$ cat config.mk
export PLATFORM = sky130hd
export DESIGN_NAME = bfsa_cell
export DESIGN_NICKNAME = d
export VERILOG_FILES = /design/src/sv/bfsa_pkg.sv /design/src/sv/bfsa_cell.sv
export SDC_FILE = /design/constraint.sdc
export NUM_CORES = 1
export LEC_CHECK = 0
export ABC_AREA = 0
export BUFFER_PORTS_ARGS = -buffer_cell sky130_fd_sc_hd__buf_2
export CAP_MARGIN = 20
export CORE_MARGIN = 1.5
export CORE_UTILIZATION = 35
export DETAILED_ROUTE_END_ITERATION = 8
export PLACE_DENSITY = 0.71
export SLEW_MARGIN = 20
export SYNTH_ARGS = -nofsm -noshare
export SYNTH_HDL_FRONTEND = slang
export SYNTH_SLANG_ARGS = --single-unit
export TNS_END_PERCENT = 5
$ cat constraint.sdc
create_clock -name clk -period 6.85 [get_ports clk]
set_input_delay 1.0275 -clock clk [delete_from_list [all_inputs] [get_ports clk]]
set_output_delay 1.0275 -clock clk [all_outputs]
set_load 0.02 [all_outputs]
$ cat src/sv/bfsa_pkg.sv
// shared types and constants for the best-fit free segment allocator
// no dependencies; imported by the segment cell and the top level
package bfsa_pkg;

  localparam int MAX_SEGMENTS = 16;
  localparam int CNT_W        = $clog2(MAX_SEGMENTS + 1);

  localparam logic [15:0] GROW_RESET   = 16'd4096;
  localparam logic [7:0]  HEADER_RESET = 8'd32;

  // register indexes
  localparam logic [1:0] REG_GROW   = 2'd0;
  localparam logic [1:0] REG_HEADER = 2'd1;
  localparam logic [1:0] REG_BASE   = 2'd2;

  // operation and status codes
  localparam logic OP_ALLOC = 1'b0;
  localparam logic OP_FREE  = 1'b1;

  localparam logic [1:0] ST_OK       = 2'd0;
  localparam logic [1:0] ST_FULL     = 2'd1;
  localparam logic [1:0] ST_TOOBIG   = 2'd2;
  localparam logic [1:0] ST_OK_GROWN = 2'd3;

  typedef enum logic [1:0] {
    CMD_HOLD,
    CMD_INS,
    CMD_DEL
  } cell_cmd_t;

  // broadcast control to every cell of the chain
  typedef struct packed {
    cell_cmd_t   cmd;
    logic [16:0] key;
    logic [31:0] new_base;
    logic [15:0] new_size;
  } cell_ctl_t;

  typedef struct packed {
    logic        op;
    logic [15:0] req_size;
    logic [31:0] free_addr;
    logic [15:0] free_size;
  } in_word_t;

  typedef struct packed {
    logic [31:0] block_addr;
    logic [1:0]  status;
    logic [4:0]  segment_count;
  } out_word_t;

endpackage

$ cat src/sv/bfsa_cell.sv
// one slot of the sorted free-segment chain: holds a base and a size
// depends on bfsa_pkg; shifts from its left or right neighbor on insert or delete
module bfsa_cell (
  input  logic               clk,
  input  bfsa_pkg::cell_ctl_t ctl,
  input  logic               valid,
  input  logic               prev_lt,
  input  logic [31:0]        left_base,
  input  logic [15:0]        left_size,
  input  logic [31:0]        right_base,
  input  logic [15:0]        right_size,
  output logic [31:0]        base,
  output logic [15:0]        size,
  output logic               lt,
  output logic               fit
);
  import bfsa_pkg::*;

  // ordering flags against the broadcast key
  assign lt  = valid && ({1'b0, size} < ctl.key);
  assign fit = valid && ({1'b0, size} >= ctl.key);

  // insert: keep if smaller, take new word at the boundary, else shift right
  // delete: everything from the first fit onward takes its right neighbor
  always_ff @(posedge clk) begin
    case (ctl.cmd)
      CMD_INS: begin
        if (!lt) begin
          if (prev_lt) begin
            base <= ctl.new_base;
            size <= ctl.new_size;
          end else begin
            base <= left_base;
            size <= left_size;
          end
        end
      end
      CMD_DEL: begin
        if (fit) begin
          base <= right_base;
          size <= right_size;
        end
      end
      default: ;
    endcase
  end

endmodule

==> flow_summary.yaml, run 1 <==
outcome:
  status: "finished, final reports clean"
critical_path:
  cp_data_arrival_time_ps: 2560
  crit_fanout: 2
  crit_family: "compound AO/OA/AOI/OAI gates"
  r2r-end: "size[8]"
  worst-setup-path-type: "input port to output pin"
  cp_cell_sequence: "buf_2 -> inv_1 -> ha_1 -> a21oi_2 -> o221ai_1 -> a221oi_2 -> and3_4 -> buf_2"
  slowest_delay_ps: 380
  r2r_start: "size[14]"
  r2r.worst_path.cells: 7
  endpoint_kind: "output pin"
  r2r_slack_ps: 4270
  cpMostUsedCell: "buf_2"
  required_ps: 5820
  slowest_stage: "a221oi_2"
  worstSetupStartpointType: "input port"
  path_buf_inv: 3
power_and_ir_drop:
  powerDensity_mw_per_mm2: 171
  leakagePower_nw: 2.08
  irDropWorstVdd_uv: 94.5
  finalPower_uw: 718
synth:
  syn_area_mm2: 0.00292
  yosysTopAreaCell: "edfxtp_1"
  synth_cell_types: 25
  ys_top_cells_by_area: "edfxtp_1, mux2i_1, ha_1"
  synth.avg_cell_area_um2: 10.6
  synth.top_cell.area_share_pct: 49.4
  synth-seq-cells: 48
  synth_nets: 457
  netlist_instances: 275
  ys_warn_count: 0
  seq_area_frac_synth_pct: 49.4
die:
  start_util_pct: 35.9
  die_y_um: 94.3
  die_w_um: 94.3
  io-pin-count: 216
  coreArea_mm2: 0.00813
  dieArea_mm2: 0.00890
  rows: 33
timing:
  holdWs_ps: 1010
  min_period_over_period_pct: 52.4
  relSlewSlack_pct: 43.2
  tns_ps: 0
  max_freq_mhz: 279
  setup_slack_ps: 3260
  min_period_ps: 3590
  finalMaxSlewViolations: 0
  finalClockSkew_ps: 6.87
  rsz0062_at_grt: "false"
  finalHoldViolations: 0
  worst_slew_pin_slew_ps: 851
  finalSetupViolCount: 0
routing:
  dr.first_iter.drc_count: 97
  ant_nets: 0
  dr_total_vias: 2696
  routed_wl_um: 7260
  routedWlPerCell_um: 12.3
  drt_pass1_iterations: 4
  routed_via_density: 4.58
  drc: 0
placement:
  gp_congestion: 0.762
  placed_area_mm2: 0.00409
  place_ws_ps: 3270
  portBuffers: 215
  placed_cells: 581
  dp_hpwl_um: 5780
job:
  drv_cap: 0
global_routing:
  grt_pass1_vias: 2319
  grt_overflow: 0
  grt_pass1_wl_um: 10400
  grt_max_degree: 98
  grt_antenna_before_repair: 0
  track_usage_pct: 15.2
clocking:
  post_cts_buffers: 0
  cts.repair.resized: 0
  ctsHoldBuffers: 0
  clk_path_buf_depth: 2
  clock_latency_ps: 290
  clk_pin_slew_worst_paths_ps: 90
  cts_sinks: 48
  root_buffer: "clkbuf_8"
  htree_levels: 2
  cts_buffers: 5
  cts_tree: "done"
final_layout:
  final_cell_mix: "buf_2, nand2_1, mux2i_1, edfxtp_1, o21ai_1"
  drive_gt1_share_pct: 48.3
  fin_util_pct: 51.5
  nNetsFinal: 665
  stdcell_count: 589
  final_common_cell: "buf_2"
  final_cell_area_mm2: 0.00419
  area_growth_pct: 43.6
  num_antenna_cells: 0
hold_path:
  min_to: "base[10]"
  min_from: "right_base[10]"
  hold_path.class: "input port to flip-flop"
  worstHoldPathCells: 3
## flip-flops by register name, summed over array words and instances (netlist names)
signal and cells:
size 16, base 32
## where the power goes
| group | switching, mW | internal, mW | total (mW) | leakage [nW] |
|---|---|---|---|---|
| logic | 0.0906 | 0.0787 | 0.169 | 1.57 |
| registers | 0.00491 | 0.347 | 0.351 | 0.447 |
| clock network | 0.0885 | 0.108 | 0.197 | 0.0552 |
| total | 0.184 | 0.534 | 0.718 | 2.08 |
## area by class of cell
cell class | count | area [um2]
fillers | 760 | 3940
flip-flops and latches | 48 | 1440
multi-input cells | 190 | 1340
repair buffers | 218 | 1100
well taps | 105 | 131
inverters | 20 | 75.1
clock buffers | 6 | 72.6
clock inverters | 2 | 35.0
## routing by layer
layer  track usage [%]  vias to the layer above  part of all wire [%]
met4              5.35                        0                   1.6
met3              3.80                        9                   8.4
met1              17.5                     1161                    40
li1                  -                     1402                     -
met5                 0                        -                     0
met2              27.1                      124                    50
## cells in the mapped netlist, drive strengths merged
cell and count:
nor3 2, ha 16, mux2i 48, nor2 1, inv 20, nor2b 1
nand3 1, a221oi 1, nand2 51, edfxtp 48, buf 10, a21boi 1
o221ai 1, nand3b 1, nand2b 1, nor4 1, and3 1, a21oi 8
nand4 2, o2bb2ai 1, o21ai 52, clkbuf 7
## worst max path at each step
stage,from,endpoint,slack [ps],cells after the start
finish,ctl[60],lt,3260,8
global route,ctl[62],lt,3200,8
CTS,ctl[60],lt,3270,8
detailed placement,ctl[60],lt,3270,8
global placement,ctl[62],lt,3330,8
floorplan,ctl[63],base[0],3050,7
## logic make-up (layout without fill, tap and decap cells)
logic type | Yosys count | count (layout) | share of synthesized area (%)
compound gates | 64 | 64 | 12.1
flops | 48 | 48 | 49.4
fa+ha+maj | 16 | 16 | 6.86
buf+inv | 37 | 246 | 5.44
mux | 48 | 48 | 16.5
simple gates | 62 | 62 | 9.73
## worst register-to-register path, cell delays in order (launching register included)
cell and delay, ps:
edfxtp_1 420, ha_1 330, nand3_2 120, nor4_2 330, o21ai_1 130, a21boi_2 210
o2bb2ai_4 130, buf_4 520
No activity file was read; power rests on OpenSTA's default activity.
==> run 2, diff against run 1 <==
==> constraint.sdc (replaced) <==
create_clock -name clk -period 3.7 [get_ports clk]
set_input_delay 0.555 -clock clk [delete_from_list [all_inputs] [get_ports clk]]
set_output_delay 0.555 -clock clk [all_outputs]
set_load 0.02 [all_outputs]
==> run 2 against run 1 <==
Compared with the run above:
- sequential power grew 85%
- sequential share of layout area shrank 0.28 points
- critical path depth is the same
- global-route usage grew 1.1 points
- wire length grew 4.5%
- clock power grew 88%
- critical endpoint is now base[8]
- largest power group unchanged
==> flow_summary.yaml, run 2 (synthesized netlist as in run 1, its figures left out) <==
timing:
  worst_slew_pin_slew_ps: 808
  min_period_over_period_pct: 73.6
  max_freq_mhz: 367
  rsz0062_at_grt: "false"
  tns_ps: 0
  finalClockSkew_ps: 7.42
  finalMaxSlewViolations: 0
  finalSetupViolCount: 0
  relSlewSlack_pct: 46.1
  min_period_ps: 2720
  finalHoldViolations: 0
die:
  start_util_pct: 35.9
  die_y_um: 94.3
  coreArea_mm2: 0.00813
  die_w_um: 94.3
  io-pin-count: 216
  rows: 33
  dieArea_mm2: 0.00890
global_routing:
  grt_antenna_before_repair: 0
  grt_pass1_wl_um: 11100
  track_usage_pct: 16.3
  grt_overflow: 0
  grt_pass1_vias: 2422
  grt_max_degree: 97
hold_path:
  min_to: "size[10]"
  hold_path.class: "input port to flip-flop"
  min_from: "right_size[10]"
  worstHoldPathCells: 3
clocking:
  clk_path_buf_depth: 2
  cts.repair.resized: 0
  cts_sinks: 48
  ctsHoldBuffers: 0
  cts_buffers: 5
  cts_tree: "done"
  clock_latency_ps: 290
  htree_levels: 2
  clk_pin_slew_worst_paths_ps: 90
  root_buffer: "clkbuf_8"
  post_cts_buffers: 0
final_layout:
  regMostFlops: "base"
  nNetsFinal: 667
  n_fill_cell: 774
  num_antenna_cells: 0
  fin_util_pct: 52.0
  final_cell_mix: "buf_2, nand2_1, mux2i_1, edfxtp_1, o21ai_1"
  regArea_mm2: 0.00144
  drive_gt1_share_pct: 48.6
  reg_top3: "base: 32 flops, size: 16 flops"
  final_common_cell: "buf_2"
  final_cell_area_mm2: 0.00423
  area_growth_pct: 44.8
  multiInputGateArea_mm2: 0.00134
  largest_register_ffs: 32
power_and_ir_drop:
  irDropWorstVdd_uv: 148
  leakagePower_nw: 2.09
  powerDensity_mw_per_mm2: 317
critical_path:
  r2r-end: "base[8]"
  required_ps: 3710
  crit_fanout: 19
  endpoint_kind: "flip-flop"
  r2r.worst_path.cells: 8
  cp_data_arrival_time_ps: 2730
  worst-setup-path-type: "flip-flop to flip-flop"
  slowest_delay_ps: 480
  cp_cell_sequence: "ha_1 -> nand3_2 -> nor4_2 -> o21ai_0 -> and3_4 -> o2bb2ai_4 -> buf_16 -> buf_4"
  startpoint: "size[14]"
  worstSetupStartpointType: "flip-flop"
  r2r_slack_ps: 980
  slowest_stage: "o2bb2ai_4"
  r2r_start: "size[14]"
placement:
  dp_hpwl_um: 6060
  placed_area_mm2: 0.00409
  portBuffers: 215
  gp_congestion: 0.811
routing:
  dr.first_iter.drc_count: 63
  routed_via_density: 4.62
  routed_wl_um: 7590
  dr_total_vias: 2733
  drc: 0
  drt_pass1_iterations: 4
  routedWlPerCell_um: 12.8
  ant_nets: 0
outcome:
  status: "finished, final reports clean"
job:
  drv_cap: 0
-- run 2: cell types whose count changed in the layout (fill, tap and decap cells not counted), sizes merged --
cell	before	now
buf	218	220
-- run 2: area by class of cell --
class                           instances  share of cell area (%)
Timing Repair Buffer                  220                    26.8
Sequential cell                        48                    34.1
Clock buffer                            6                    1.72
Inverter                               20                    1.78
Tap cell                              105                    3.11
Multi-Input combinational cell        190                    31.7
Clock inverter                          2                   0.829
-- run 2: worst max path at each step --
stage | to | depth (start not counted)
6_report | base[8] | 8
5_1_grt | base[8] | 8
4_1_cts | base[8] | 7
3_5_place_dp | base[4] | 9
3_3_place_gp | base[16] | 9
2_1_floorplan | base[0] | 7
-- run 2: per-layer routing --
metal / track usage [%] / wire [um] / up-vias / share of wire [%]
met2: 30.2 / 3880 / 115 / 51
met1: 18.4 / 3050 / 1206 / 40
met5: 0 / 0 / - / 0
met4: 5.22 / 110 / 0 / 1.4
met3: 3.48 / 552 / 8 / 7.3
li1: - / - / 1404 / -
-- run 2: critical path: cells and delay by family, from the launching register on --
kind,cells,cell delay (ps)
flops,1,400
simple gates,3,680
compound gates,2,630
buf+inv,2,410
fa+ha+maj,1,320
-- run 2: per-stage QoR --
| step | instances | power [mW] | hold slack [ps] | setup slack, ps |
|---|---|---|---|---|
| floorplan | 275 | 0.839 | 742 | 375 |
| global placement | 582 | 0.975 | 837 | 578 |
| detailed placement | 582 | 0.985 | 839 | 432 |
| CTS | 590 | 1.36 | 522 | 680 |
| global route | 591 | 1.41 | 535 | 767 |
| finish | 591 | 1.34 | 529 | 975 |
-- run 2: power breakdown --
part	internal (mW)	total, mW	switching (mW)
combinational	0.151	0.320	0.169
clock	0.201	0.371	0.171
sequential	0.641	0.651	0.00982
